==> src/rtl/plcl_pkg.sv <==
package plcl_pkg;

   localparam int QUERY_W = 7;
   localparam int COUNT_W = 7;
   localparam int LABEL_W = 7;
   localparam int SUM_W = 8;

   localparam logic [1:0] MODE_LOAD = 2'd0;
   localparam logic [1:0] MODE_COMPUTE = 2'd1;
   localparam logic [1:0] MODE_LABEL = 2'd2;
   localparam logic [1:0] MODE_SUM = 2'd3;

   typedef enum logic [4:0] {
      ST_IDLE,
      ST_LOAD2,
      ST_QRD,
      ST_RESP,
      ST_INIT,
      ST_SRD0,
      ST_SRD1,
      ST_SRD2,
      ST_SRD3,
      ST_SRD4,
      ST_JOIN,
      ST_FIND_P,
      ST_FIND_G,
      ST_LAB_START,
      ST_LAB_RD,
      ST_LAB_SUM
   } state_type;

   // Who asked for the current root search.
   typedef enum logic [1:0] {
      FR_A,
      FR_B,
      FR_K
   } find_ret_type;

endpackage

==> src/rtl/plcl_ram.sv <==
module plcl_ram #(
   parameter int WIDTH = 8,
   parameter int DEPTH = 16
) (
   input  logic                     clock,
   input  logic                     wr_en,
   input  logic [$clog2(DEPTH)-1:0] wr_addr,
   input  logic [WIDTH-1:0]         wr_data,
   input  logic [$clog2(DEPTH)-1:0] rd_addr,
   output logic [WIDTH-1:0]         rd_data
);

   logic [WIDTH-1:0] mem_ff [DEPTH];

   always_ff @(posedge clock) begin
      if (wr_en) begin
         mem_ff[wr_addr] <= wr_data;
      end
      rd_data <= mem_ff[rd_addr];
   end

endmodule

==> src/rtl/periodic_lattice_cluster_labeler.sv <==
// Cluster labeler for a periodic brick lattice of ROWS x COLS sites.
// Input channel (req_*): one beat per command. Mode load writes the next site in
// row-major order and gives no result; a site with two spins also passes through
// LOAD2 to write its second spin (one spin-value memory write port). Mode compute
// runs union-find over the loaded lattice and returns the cluster count, or just
// the old count mid-load; mode label and mode sum read one entry in QRD, register
// the result in RESP once the output register is free, then return to idle.
// Result channel (rsp_*): one beat per compute or query, held in an output
// register, so the block takes the next command while a result waits. A result
// that is ready while the previous one is still stalled waits inside the block.
// Compute seeds the parent memory in INIT, fetches each site's neighborhood in
// SRD0 to SRD4, tries each of its two bonds in JOIN, walks every root search
// through FIND_P and FIND_G, and labels and sums each spin densely through
// LAB_START, FIND_P, LAB_RD and, for a spin that is not a root, LAB_SUM. The
// parent memory has one read and one write port, and its registered read sets
// the pace of each search step.
// Reset empties the lattice pointer, the spin count and the cluster count; the
// memories are not cleared and are valid only after a load and a compute.
module periodic_lattice_cluster_labeler #(
   parameter int ROWS = 10,
   parameter int COLS = 6,
   parameter int MAX_SPINS = 120
) (
   input  logic              clock,
   input  logic              reset,
   input  logic              req_valid,
   output logic              req_ready,
   input  logic [1:0]        req_mode,
   input  logic              req_merged,
   input  logic              req_spin_first,
   input  logic              req_spin_second,
   input  logic              req_bond_even,
   input  logic              req_bond_odd,
   input  logic [6:0]        req_query_index,
   output logic              rsp_valid,
   input  logic              rsp_ready,
   output logic [6:0]        rsp_cluster_count,
   output logic [6:0]        rsp_spin_label,
   output logic signed [7:0] rsp_cluster_sum
);

   localparam int NSITES = ROWS * COLS;
   localparam int SITE_W = $clog2(NSITES);
   localparam int TOT_W = $clog2(2 * NSITES + 1);
   localparam int IW = $clog2(MAX_SPINS);
   localparam int NW = $clog2(MAX_SPINS + 1);
   localparam int ROW_W = $clog2(ROWS);
   localparam int COL_W = $clog2(COLS);
   localparam int SUMW = $clog2(MAX_SPINS + 1) + 1;
   localparam int XW0 = (TOT_W > NW) ? TOT_W : NW;
   localparam int XW = (XW0 > plcl_pkg::QUERY_W) ? XW0 : plcl_pkg::QUERY_W;
   localparam int SINFO_W = TOT_W + 3;

   plcl_pkg::state_type    state_ff, state_in, adv_state;
   plcl_pkg::find_ret_type fret_ff, fret_in;

   logic [SITE_W-1:0]  load_ptr_ff, load_ptr_in;
   logic [TOT_W-1:0]   total_ff, total_in;
   logic [NW-1:0]      clusters_ff, clusters_in;
   logic               rsp_valid_ff, rsp_valid_in;

   logic [NW-1:0]      n_ff, n_in, k_ff, k_in, cnt_ff, cnt_in;
   logic [ROW_W-1:0]   row_ff, row_in;
   logic [COL_W-1:0]   col_ff, col_in;
   logic [SITE_W-1:0]  base_r_ff, base_r_in, base_n_ff, base_n_in;
   logic               bsel_ff, bsel_in;
   logic [SINFO_W-1:0] rj_ff, rj_in, nj_ff, nj_in, rjn_ff, rjn_in, njn_ff, njn_in;
   logic [IW-1:0]      x_ff, x_in, ra_ff, ra_in, root_ff, root_in, lbl_ff, lbl_in;
   logic               v_ff, v_in;
   logic [1:0]         mode_ff, mode_in;
   logic [6:0]         q_ff, q_in;
   logic               spin2_ff, spin2_in;
   logic [6:0]         pend_label_ff, pend_label_in;
   logic [7:0]         pend_sum_ff, pend_sum_in;
   logic [6:0]         rsp_count_ff, rsp_count_in, rsp_label_ff, rsp_label_in;
   logic [7:0]         rsp_sum_ff, rsp_sum_in;

   logic               site_we;
   logic [SITE_W-1:0]  site_wa, site_ra;
   logic [SINFO_W-1:0] site_wd, site_rd;
   logic               val_we, val_wd, val_rd;
   logic [IW-1:0]      val_wa, val_ra;
   logic               par_we;
   logic [IW-1:0]      par_wa, par_wd, par_ra, par_rd;
   logic               lab_we;
   logic [IW-1:0]      lab_wa, lab_wd, lab_ra, lab_rd;
   logic               sum_we;
   logic [IW-1:0]      sum_wa, sum_ra;
   logic signed [SUMW-1:0] sum_wd, sum_rd, v_now, v_old;

   logic               req_fire, rsp_free;
   logic [XW-1:0]      q_x, qff_x, total_x, n_x, max_x, clusters_x, load_base_x, lab_x;
   logic [TOT_W-1:0]   load_base;
   logic               col_last, row_last;
   logic [COL_W-1:0]   col_next;
   logic [SITE_W-1:0]  addr_rj, addr_nj, addr_rjn, addr_njn;
   logic [XW-1:0]      a_rj, b_rj, a_nj, b_nj, a_rjn, a_njn, ja_x, jb_x;
   logic [IW-1:0]      ja_i, jb_i, k_i;
   logic               bond_bit, join_ok, root_hit, k_lt_n;
   logic signed [15:0] sum_sx;
   logic [7:0]         sum_sat;

   assign req_fire = req_valid & req_ready;
   assign req_ready = (state_ff == plcl_pkg::ST_IDLE);
   assign rsp_free = ~rsp_valid_ff | rsp_ready;

   assign q_x = XW'(req_query_index);
   assign qff_x = XW'(q_ff);
   assign total_x = XW'(total_ff);
   assign n_x = XW'(n_ff);
   assign max_x = XW'(MAX_SPINS);
   assign clusters_x = XW'(clusters_ff);
   assign load_base = (load_ptr_ff == '0) ? '0 : total_ff;
   assign load_base_x = XW'(load_base);
   assign lab_x = XW'(lab_rd);

   assign col_last = (col_ff == COL_W'(COLS - 1));
   assign row_last = (row_ff == ROW_W'(ROWS - 1));
   assign col_next = col_last ? '0 : col_ff + COL_W'(1);
   assign addr_rj = base_r_ff + SITE_W'(col_ff);
   assign addr_nj = base_n_ff + SITE_W'(col_ff);
   assign addr_rjn = base_r_ff + SITE_W'(col_next);
   assign addr_njn = base_n_ff + SITE_W'(col_next);

   // Site word: first spin index, merged flag, odd bond, even bond.
   assign a_rj = XW'(rj_ff[SINFO_W-1:3]);
   assign b_rj = a_rj + XW'(!rj_ff[2]);
   assign a_nj = XW'(nj_ff[SINFO_W-1:3]);
   assign b_nj = a_nj + XW'(!nj_ff[2]);
   assign a_rjn = XW'(rjn_ff[SINFO_W-1:3]);
   assign a_njn = XW'(njn_ff[SINFO_W-1:3]);

   // Even rows lean right within their row, odd rows lean right toward the next row.
   always_comb begin
      if (!row_ff[0]) begin
         ja_x = bsel_ff ? b_nj : a_nj;
         jb_x = bsel_ff ? a_rjn : b_rj;
      end else begin
         ja_x = bsel_ff ? b_rj : b_nj;
         jb_x = bsel_ff ? a_njn : a_rj;
      end
   end

   assign ja_i = ja_x[IW-1:0];
   assign jb_i = jb_x[IW-1:0];
   assign k_i = k_ff[IW-1:0];
   assign bond_bit = bsel_ff ? rj_ff[1] : rj_ff[0];
   assign join_ok = bond_bit && (ja_x < n_x) && (jb_x < n_x);
   assign root_hit = (par_rd == x_ff);
   assign k_lt_n = (k_ff < n_ff);

   assign v_now = val_rd ? {SUMW{1'b1}} : SUMW'(1);
   assign v_old = v_ff ? {SUMW{1'b1}} : SUMW'(1);
   assign sum_sx = 16'(sum_rd);

   always_comb begin
      if (sum_sx > 16'sd127) begin
         sum_sat = 8'h7f;
      end else if (sum_sx < -16'sd128) begin
         sum_sat = 8'h80;
      end else begin
         sum_sat = sum_sx[7:0];
      end
   end

   always_comb begin
      if (!bsel_ff) begin
         adv_state = plcl_pkg::ST_JOIN;
      end else if (col_last && row_last) begin
         adv_state = plcl_pkg::ST_LAB_START;
      end else begin
         adv_state = plcl_pkg::ST_SRD0;
      end
   end

   // Next state.
   always_comb begin
      state_in = state_ff;
      case (state_ff)
         plcl_pkg::ST_IDLE: begin
            if (req_fire) begin
               case (req_mode)
                  plcl_pkg::MODE_LOAD:
                     state_in = req_merged ? plcl_pkg::ST_IDLE : plcl_pkg::ST_LOAD2;
                  plcl_pkg::MODE_COMPUTE:
                     state_in = (load_ptr_ff == '0) ? plcl_pkg::ST_INIT : plcl_pkg::ST_RESP;
                  default: state_in = plcl_pkg::ST_QRD;
               endcase
            end
         end
         plcl_pkg::ST_LOAD2: state_in = plcl_pkg::ST_IDLE;
         plcl_pkg::ST_QRD: state_in = plcl_pkg::ST_RESP;
         plcl_pkg::ST_RESP: begin
            if (rsp_free) begin
               state_in = plcl_pkg::ST_IDLE;
            end
         end
         plcl_pkg::ST_INIT: state_in = k_lt_n ? plcl_pkg::ST_INIT : plcl_pkg::ST_SRD0;
         plcl_pkg::ST_SRD0: state_in = plcl_pkg::ST_SRD1;
         plcl_pkg::ST_SRD1: state_in = plcl_pkg::ST_SRD2;
         plcl_pkg::ST_SRD2: state_in = plcl_pkg::ST_SRD3;
         plcl_pkg::ST_SRD3: state_in = plcl_pkg::ST_SRD4;
         plcl_pkg::ST_SRD4: state_in = plcl_pkg::ST_JOIN;
         plcl_pkg::ST_JOIN: state_in = join_ok ? plcl_pkg::ST_FIND_P : adv_state;
         plcl_pkg::ST_FIND_P: begin
            if (!root_hit) begin
               state_in = plcl_pkg::ST_FIND_G;
            end else begin
               case (fret_ff)
                  plcl_pkg::FR_A: state_in = plcl_pkg::ST_FIND_P;
                  plcl_pkg::FR_B: state_in = adv_state;
                  default: state_in = plcl_pkg::ST_LAB_RD;
               endcase
            end
         end
         plcl_pkg::ST_FIND_G: state_in = plcl_pkg::ST_FIND_P;
         plcl_pkg::ST_LAB_START:
            state_in = k_lt_n ? plcl_pkg::ST_FIND_P : plcl_pkg::ST_RESP;
         plcl_pkg::ST_LAB_RD:
            state_in = (root_ff == k_i) ? plcl_pkg::ST_LAB_START : plcl_pkg::ST_LAB_SUM;
         plcl_pkg::ST_LAB_SUM: state_in = plcl_pkg::ST_LAB_START;
         default: state_in = plcl_pkg::ST_IDLE;
      endcase
   end

   // Datapath and memory control.
   always_comb begin
      fret_in = fret_ff;
      load_ptr_in = load_ptr_ff;
      total_in = total_ff;
      clusters_in = clusters_ff;
      rsp_valid_in = rsp_valid_ff & ~rsp_ready;
      n_in = n_ff;
      k_in = k_ff;
      cnt_in = cnt_ff;
      row_in = row_ff;
      col_in = col_ff;
      base_r_in = base_r_ff;
      base_n_in = base_n_ff;
      bsel_in = bsel_ff;
      rj_in = rj_ff;
      nj_in = nj_ff;
      rjn_in = rjn_ff;
      njn_in = njn_ff;
      x_in = x_ff;
      ra_in = ra_ff;
      root_in = root_ff;
      lbl_in = lbl_ff;
      v_in = v_ff;
      mode_in = mode_ff;
      q_in = q_ff;
      spin2_in = spin2_ff;
      pend_label_in = pend_label_ff;
      pend_sum_in = pend_sum_ff;
      rsp_count_in = rsp_count_ff;
      rsp_label_in = rsp_label_ff;
      rsp_sum_in = rsp_sum_ff;
      site_we = 1'b0;
      site_wa = '0;
      site_wd = '0;
      site_ra = '0;
      val_we = 1'b0;
      val_wa = '0;
      val_wd = 1'b0;
      val_ra = '0;
      par_we = 1'b0;
      par_wa = '0;
      par_wd = '0;
      par_ra = '0;
      lab_we = 1'b0;
      lab_wa = '0;
      lab_wd = '0;
      lab_ra = '0;
      sum_we = 1'b0;
      sum_wa = '0;
      sum_wd = '0;
      sum_ra = '0;

      case (state_ff)
         plcl_pkg::ST_IDLE: begin
            if (req_fire) begin
               mode_in = req_mode;
               q_in = req_query_index;
               spin2_in = req_spin_second;
               case (req_mode)
                  plcl_pkg::MODE_LOAD: begin
                     site_we = 1'b1;
                     site_wa = load_ptr_ff;
                     site_wd = {load_base, req_merged, req_bond_odd, req_bond_even};
                     val_we = (load_base_x < max_x);
                     val_wa = load_base_x[IW-1:0];
                     val_wd = req_spin_first;
                     total_in = load_base + TOT_W'(1);
                     load_ptr_in = (load_ptr_ff == SITE_W'(NSITES - 1)) ? '0 :
                                   load_ptr_ff + SITE_W'(1);
                  end
                  plcl_pkg::MODE_COMPUTE: begin
                     pend_label_in = '0;
                     pend_sum_in = '0;
                     n_in = (total_x < max_x) ? total_x[NW-1:0] : NW'(MAX_SPINS);
                     k_in = '0;
                  end
                  plcl_pkg::MODE_LABEL: lab_ra = q_x[IW-1:0];
                  default: sum_ra = q_x[IW-1:0];
               endcase
            end
         end
         plcl_pkg::ST_LOAD2: begin
            val_we = (total_x < max_x);
            val_wa = total_x[IW-1:0];
            val_wd = spin2_ff;
            total_in = total_ff + TOT_W'(1);
         end
         plcl_pkg::ST_QRD: begin
            pend_label_in = ((mode_ff == plcl_pkg::MODE_LABEL) && (qff_x < total_x) &&
                             (qff_x < max_x)) ? lab_x[6:0] : '0;
            pend_sum_in = ((mode_ff == plcl_pkg::MODE_SUM) && (qff_x < clusters_x) &&
                           (qff_x < max_x)) ? sum_sat : '0;
         end
         plcl_pkg::ST_RESP: begin
            if (rsp_free) begin
               rsp_valid_in = 1'b1;
               rsp_count_in = clusters_x[6:0];
               rsp_label_in = pend_label_ff;
               rsp_sum_in = pend_sum_ff;
            end
         end
         plcl_pkg::ST_INIT: begin
            if (k_lt_n) begin
               par_we = 1'b1;
               par_wa = k_i;
               par_wd = k_i;
               k_in = k_ff + NW'(1);
            end else begin
               row_in = '0;
               col_in = '0;
               base_r_in = '0;
               base_n_in = SITE_W'(COLS);
            end
         end
         plcl_pkg::ST_SRD0: site_ra = addr_rj;
         plcl_pkg::ST_SRD1: begin
            rj_in = site_rd;
            site_ra = addr_nj;
         end
         plcl_pkg::ST_SRD2: begin
            nj_in = site_rd;
            site_ra = addr_rjn;
         end
         plcl_pkg::ST_SRD3: begin
            rjn_in = site_rd;
            site_ra = addr_njn;
         end
         plcl_pkg::ST_SRD4: begin
            njn_in = site_rd;
            bsel_in = 1'b0;
         end
         plcl_pkg::ST_FIND_G: begin
            // Path halving: point x at its grandparent and move there.
            par_we = 1'b1;
            par_wa = x_ff;
            par_wd = par_rd;
            x_in = par_rd;
            par_ra = par_rd;
         end
         plcl_pkg::ST_LAB_START: begin
            if (k_lt_n) begin
               x_in = k_i;
               par_ra = k_i;
               fret_in = plcl_pkg::FR_K;
            end else begin
               total_in = TOT_W'(n_ff);
               clusters_in = cnt_ff;
            end
         end
         plcl_pkg::ST_LAB_RD: begin
            lab_we = 1'b1;
            lab_wa = k_i;
            if (root_ff == k_i) begin
               lab_wd = cnt_ff[IW-1:0];
               sum_we = 1'b1;
               sum_wa = cnt_ff[IW-1:0];
               sum_wd = v_now;
               cnt_in = cnt_ff + NW'(1);
               k_in = k_ff + NW'(1);
            end else begin
               lab_wd = lab_rd;
               sum_ra = lab_rd;
               lbl_in = lab_rd;
               v_in = val_rd;
            end
         end
         plcl_pkg::ST_LAB_SUM: begin
            sum_we = 1'b1;
            sum_wa = lbl_ff;
            sum_wd = sum_rd + v_old;
            k_in = k_ff + NW'(1);
         end
         default: begin
         end
      endcase

      // Root search start and return, and the step to the next bond or site.
      if ((state_ff == plcl_pkg::ST_JOIN) && join_ok) begin
         x_in = ja_i;
         par_ra = ja_i;
         fret_in = plcl_pkg::FR_A;
      end
      if (state_ff == plcl_pkg::ST_FIND_P) begin
         if (!root_hit) begin
            par_ra = par_rd;
         end else begin
            case (fret_ff)
               plcl_pkg::FR_A: begin
                  ra_in = x_ff;
                  x_in = jb_i;
                  par_ra = jb_i;
                  fret_in = plcl_pkg::FR_B;
               end
               plcl_pkg::FR_B: begin
                  // The smaller root becomes the parent, so each root is its set's minimum.
                  if (ra_ff < x_ff) begin
                     par_we = 1'b1;
                     par_wa = x_ff;
                     par_wd = ra_ff;
                  end else if (x_ff < ra_ff) begin
                     par_we = 1'b1;
                     par_wa = ra_ff;
                     par_wd = x_ff;
                  end
               end
               default: begin
                  root_in = x_ff;
                  lab_ra = x_ff;
                  val_ra = k_i;
               end
            endcase
         end
      end
      if (((state_ff == plcl_pkg::ST_JOIN) && !join_ok) ||
          ((state_ff == plcl_pkg::ST_FIND_P) && root_hit && (fret_ff == plcl_pkg::FR_B))) begin
         if (!bsel_ff) begin
            bsel_in = 1'b1;
         end else begin
            bsel_in = 1'b0;
            if (!col_last) begin
               col_in = col_next;
            end else begin
               col_in = '0;
               if (row_last) begin
                  k_in = '0;
                  cnt_in = '0;
               end else begin
                  row_in = row_ff + ROW_W'(1);
                  base_r_in = base_r_ff + SITE_W'(COLS);
                  base_n_in = (row_ff == ROW_W'(ROWS - 2)) ? '0 :
                              base_n_ff + SITE_W'(COLS);
               end
            end
         end
      end
   end

   always_ff @(posedge clock) begin
      if (reset) begin
         state_ff <= plcl_pkg::ST_IDLE;
         load_ptr_ff <= '0;
         total_ff <= '0;
         clusters_ff <= '0;
         rsp_valid_ff <= 1'b0;
      end else begin
         state_ff <= state_in;
         load_ptr_ff <= load_ptr_in;
         total_ff <= total_in;
         clusters_ff <= clusters_in;
         rsp_valid_ff <= rsp_valid_in;
      end
   end

   always_ff @(posedge clock) begin
      fret_ff <= fret_in;
      n_ff <= n_in;
      k_ff <= k_in;
      cnt_ff <= cnt_in;
      row_ff <= row_in;
      col_ff <= col_in;
      base_r_ff <= base_r_in;
      base_n_ff <= base_n_in;
      bsel_ff <= bsel_in;
      rj_ff <= rj_in;
      nj_ff <= nj_in;
      rjn_ff <= rjn_in;
      njn_ff <= njn_in;
      x_ff <= x_in;
      ra_ff <= ra_in;
      root_ff <= root_in;
      lbl_ff <= lbl_in;
      v_ff <= v_in;
      mode_ff <= mode_in;
      q_ff <= q_in;
      spin2_ff <= spin2_in;
      pend_label_ff <= pend_label_in;
      pend_sum_ff <= pend_sum_in;
      rsp_count_ff <= rsp_count_in;
      rsp_label_ff <= rsp_label_in;
      rsp_sum_ff <= rsp_sum_in;
   end

   plcl_ram #(.WIDTH(SINFO_W), .DEPTH(NSITES)) u_site_ram (
      .clock(clock), .wr_en(site_we), .wr_addr(site_wa), .wr_data(site_wd),
      .rd_addr(site_ra), .rd_data(site_rd)
   );

   plcl_ram #(.WIDTH(1), .DEPTH(MAX_SPINS)) u_val_ram (
      .clock(clock), .wr_en(val_we), .wr_addr(val_wa), .wr_data(val_wd),
      .rd_addr(val_ra), .rd_data(val_rd)
   );

   plcl_ram #(.WIDTH(IW), .DEPTH(MAX_SPINS)) u_par_ram (
      .clock(clock), .wr_en(par_we), .wr_addr(par_wa), .wr_data(par_wd),
      .rd_addr(par_ra), .rd_data(par_rd)
   );

   plcl_ram #(.WIDTH(IW), .DEPTH(MAX_SPINS)) u_lab_ram (
      .clock(clock), .wr_en(lab_we), .wr_addr(lab_wa), .wr_data(lab_wd),
      .rd_addr(lab_ra), .rd_data(lab_rd)
   );

   plcl_ram #(.WIDTH(SUMW), .DEPTH(MAX_SPINS)) u_sum_ram (
      .clock(clock), .wr_en(sum_we), .wr_addr(sum_wa), .wr_data(sum_wd),
      .rd_addr(sum_ra), .rd_data(sum_rd)
   );

   assign rsp_valid = rsp_valid_ff;
   assign rsp_cluster_count = rsp_count_ff;
   assign rsp_spin_label = rsp_label_ff;
   assign rsp_cluster_sum = rsp_sum_ff;

endmodule

==> config.mk <==
export PLATFORM = sky130hd
export DESIGN_NAME = periodic_lattice_cluster_labeler
export DESIGN_NICKNAME = d
export VERILOG_FILES = /design/src/rtl/plcl_pkg.sv /design/src/rtl/plcl_ram.sv /design/src/rtl/periodic_lattice_cluster_labeler.sv
export SDC_FILE = /design/constraint.sdc
export NUM_CORES = 2
export LEC_CHECK = 0
export BUFFER_PORTS_ARGS = -buffer_cell sky130_fd_sc_hd__buf_2
export CORE_UTILIZATION = 60
export CTS_CLUSTER_SIZE = 14
export DETAILED_ROUTE_END_ITERATION = 10
export PLACE_DENSITY = 0.76
export RECOVER_POWER = 100
export SLEW_MARGIN = 20
export SYNTH_ARGS = -nofsm -noshare
export SYNTH_HDL_FRONTEND = slang
export SYNTH_SLANG_ARGS = --single-unit
==> constraint.sdc <==
create_clock -name clock -period 18.95 [get_ports clock]
set_input_delay 2.8425 -clock clock [delete_from_list [all_inputs] [get_ports clock]]
set_output_delay 2.8425 -clock clock [all_outputs]
set_load 0.01 [all_outputs]
==> qor.yml <==
synth:
  synth_top_family_by_area: "simple AND/OR/NAND/NOR gates"
  yosysMostFrequentCell: "edfxtp_1"
  async_reset_ff_share_pct: 0
  yosysSeqAreaShare_pct: 72.7
  synth_area_leaders: "edfxtp_1, nand2_1, nand3_1"
  synth-edff-count: 3471
  synth_compound_gate_area_share_pct: 6.87
  synth_cell_types: 105
  syn_avg_cell_area_sq_um: 13.2
  synth_top_area_share_pct: 71.4
  synthesis.instances: 11000
  synth-xor-area-share_pct: 0.282
  ys_ff_latch: 3569
  synthFlopType: "edfxtp_1"
  synthMuxAreaShare_pct: 3.23
  syn_area_sq_um: 146000
  ys_warn_count: 0
  synth_nets: 11100
  synth_common_cells: "edfxtp_1, nand2_1, nand3_1, nor2_1, a21oi_1"
  synth_top_area_cell: "edfxtp_1"
  synth_simple_gate_area_share_pct: 13.9
  synthAdderAreaFrac_pct: 0.618
clocking:
  clock_latency_ns: 0.99
  post_cts_resize_count: 0
  cts_buffer_depth: 4
  numCtsBuffers: 360
  cts_setup_buffers: 0
  cts_htree_levels: 5
  clk_pin_slew_ns: 0.06
  clockRootBuffer: "clkbuf_16"
  cts.sinks: 3569
  cts_tree: "built"
  cts_hold_buf: 0
detailed_routing:
  drt_iter0_drc: 13800
  num_vias: 94300
  avgRoutedWirePerCell_um: 26.0
  drc_errors: 0
  routed_wirelength_um: 374000
  post_drt_via_cell_ratio: 6.55
  drtAntennaViolNets: 0
  drtPass1Iterations: 8
power:
  irDropWorstVdd_uv: 102
  power.density_nw_per_um2: 100
  power_leakage_uw: 0.0516
cells_and_area:
  drive_above_1_share_pct: 6.91
  fin_area_sq_um: 160000
  fillCellCount: 16400
  multi_input_area_sq_um: 36700
  final-seq-area_sq_um: 106000
  nets: 11000
  area_growth_pct: 9.24
placement:
  place_area_sq_um: 149000
  hpwlAfterDp_um: 217000
  gp_congestion: 0.932
  port_buffers: 41
floorplan:
  die_x_um: 495
  die_area_sq_um: 245000
  fp-row-count: 180
  core_area_sq_um: 241000
  fp.dieH_um: 495
  pin_count: 42
  initial_utilization_pct: 60.6
run_status:
  violations: "max-capacitance violations, max-slew violations"
  status: "complete, but fails checks"
timing:
  max_freq_ghz: 0.0815
  slew_violations: 4077
  skew_ns: 0.0640
  hold_viol_final: 0
  period_share_pct: 64.7
  min_period_ns: 12.27
  worst_slew_pin_slew_ns: 4.40
  finalSetupTns_ns: 0
  relSlewSlack_pct: -193
  setup-violations-final: 0
  rsz0062_at_grt: "false"
critical_path:
  crit_path_frequent_cell: "clkbuf_1"
  cpPeakStageDelay_ns: 2.63
  cp.buffers_inverters: 6
  required_ns: 19.74
  worst_setup_path_start_kind: "flip-flop"
  r2r_slack_ns: 6.68
  worst-path-max-fanout: 76
  criticalPathCategory: "reg2reg"
  path_cells: "clkbuf_1, nand2_1, nor3_1, clkbuf_1, mux2_2, ha_1, inv_1, fa_1, o22a_1, buf_4, clkbuf_1, clkbuf_1, nand2_1, and3_1, a311oi_1, a31oi_1, a211oi_1, a21oi_1, mux2i_1"
  crit_slowest_cell: "clkbuf_1"
  crit_family: "buffers and inverters"
  cp.arrival_ns: 13.05
  crit_start: "state_ff[1]"
  critPathCaptureType: "flip-flop"
  r2r_start: "state_ff[1]"
worst_hold_path:
  hp-class: "reg2reg"
  hp-start: "u_site_ram.rd_data[1]"
global_routing:
  grt_pass1_vias: 90100
  antenna_found_initial: 17
  grt_usage_pct: 30.1
  grt_pass1_wl_um: 557000
  grt_max_degree: 193
  grt_overflow: 0
run:
  cap_violations: 77
==> cell type report <==
cell class,instances,share of cell area [%]
sequential,3569,66.5
antenna,13,0.0204
multi-input combinational,6713,23.0
timing repair buffer,217,0.788
clock inverter,192,1.04
inverter,67,0.158
clock buffer,440,5.95
tap,3185,2.50
==> worst register-to-register path: stages, from the launching register on <==
cell and delay [ns]:
dfxtp_1 0.33, clkbuf_1 0.94, nand2_1 0.25, nor3_1 0.21, clkbuf_1 1.04, mux2_2 0.35
ha_1 0.19, inv_1 0.07, fa_1 0.58, o22a_1 0.89, buf_4 0.80, clkbuf_1 2.66
clkbuf_1 1.89, nand2_1 0.18, and3_1 0.28, a311oi_1 0.57, a31oi_1 0.11, a211oi_1 0.28
a21oi_1 0.10, mux2i_1 0.37
==> path summary, 6_finish.rpt <==
check | to | depth (start not counted)
worst max register to register | u_site_ram.rd_data[7] | 19
worst max-delay path | u_site_ram.rd_data[7] | 19
worst min register to register | rj_ff[1] | 0
worst min-delay path | rj_ff[1] | 0
==> where the power goes <==
part / total [uW] / switching, uW / leakage [uW] / internal, uW
combinational: 521 / 369 / 0.0171 / 152
clock: 6850 / 2910 / 0.00547 / 3940
sequential: 8620 / 36.9 / 0.0290 / 8580
==> through the flow <==
stage	setup slack [ns]	power (uW)	util, %	hold slack [ns]	instances
after floorplan	9.36	9100	-	0.386	11000
after global placement	10.50	9270	61.8	0.395	13700
after detailed placement	10.38	9290	61.8	0.391	13700
after CTS	11.39	16000	66.4	0.417	14400
after global routing	6.07	16300	66.2	0.427	14400
final	6.68	16000	66.2	0.412	14400
==> sequential cells by signal, indices dropped and copies added, names as in the netlist, 8 cells and up <==
| register | flops |
|---|---|
| u_sum_ram.rd_data | 8 |
| u_sum_ram.mem_ff | 960 |
| u_site_ram.mem_ff | 600 |
| rsp_cluster_sum | 8 |
| u_lab_ram.mem_ff | 840 |
| nj_ff | 8 |
| u_val_ram.mem_ff | 120 |
| u_site_ram.rd_data | 10 |
| pend_sum_ff | 8 |
| u_par_ram.mem_ff | 840 |
| rj_ff | 10 |
==> cell usage in the layout, fill, tap and decap left out, types with 122 or more instances in the layout <==
master and n:
nand3_1 802, a31oi_1 210, a22oi_1 122, a311oi_1 124
mux2i_1 238, edfxtp_1 3471, nor2_1 741, nand2_1 2639
clkbuf_1 194, clkbuf_16 367, and3_1 234, a21oi_1 436
o21ai_0 150
==> cells by family (layout without fill, tap and decap cells) <==
family                   after synthesis  count (layout)
AO/OA/AOI/OAI                       1497            1497
XOR/XNOR                              47              47
adder cells (fa/ha/maj)               71              71
buffers and inverters                756             916
flip-flops                          3569            3569
multiplexers                         346             346
other                                  0              13
AND/OR/NAND/NOR                     4752            4752
==> routing by layer <==
| layer | track usage, % | vias up | share of wire, % |
|---|---|---|---|
| met4 | 12.8 | 6 | 4.4 |
| met1 | 42.0 | 46300 | 38 |
| li1 | - | 40900 | - |
| met2 | 46.7 | 6049 | 47 |
| met5 | 0 | - | 0.0067 |
| met3 | 5.67 | 974 | 11 |
Note: power is estimated with default switching activity, not from simulation.
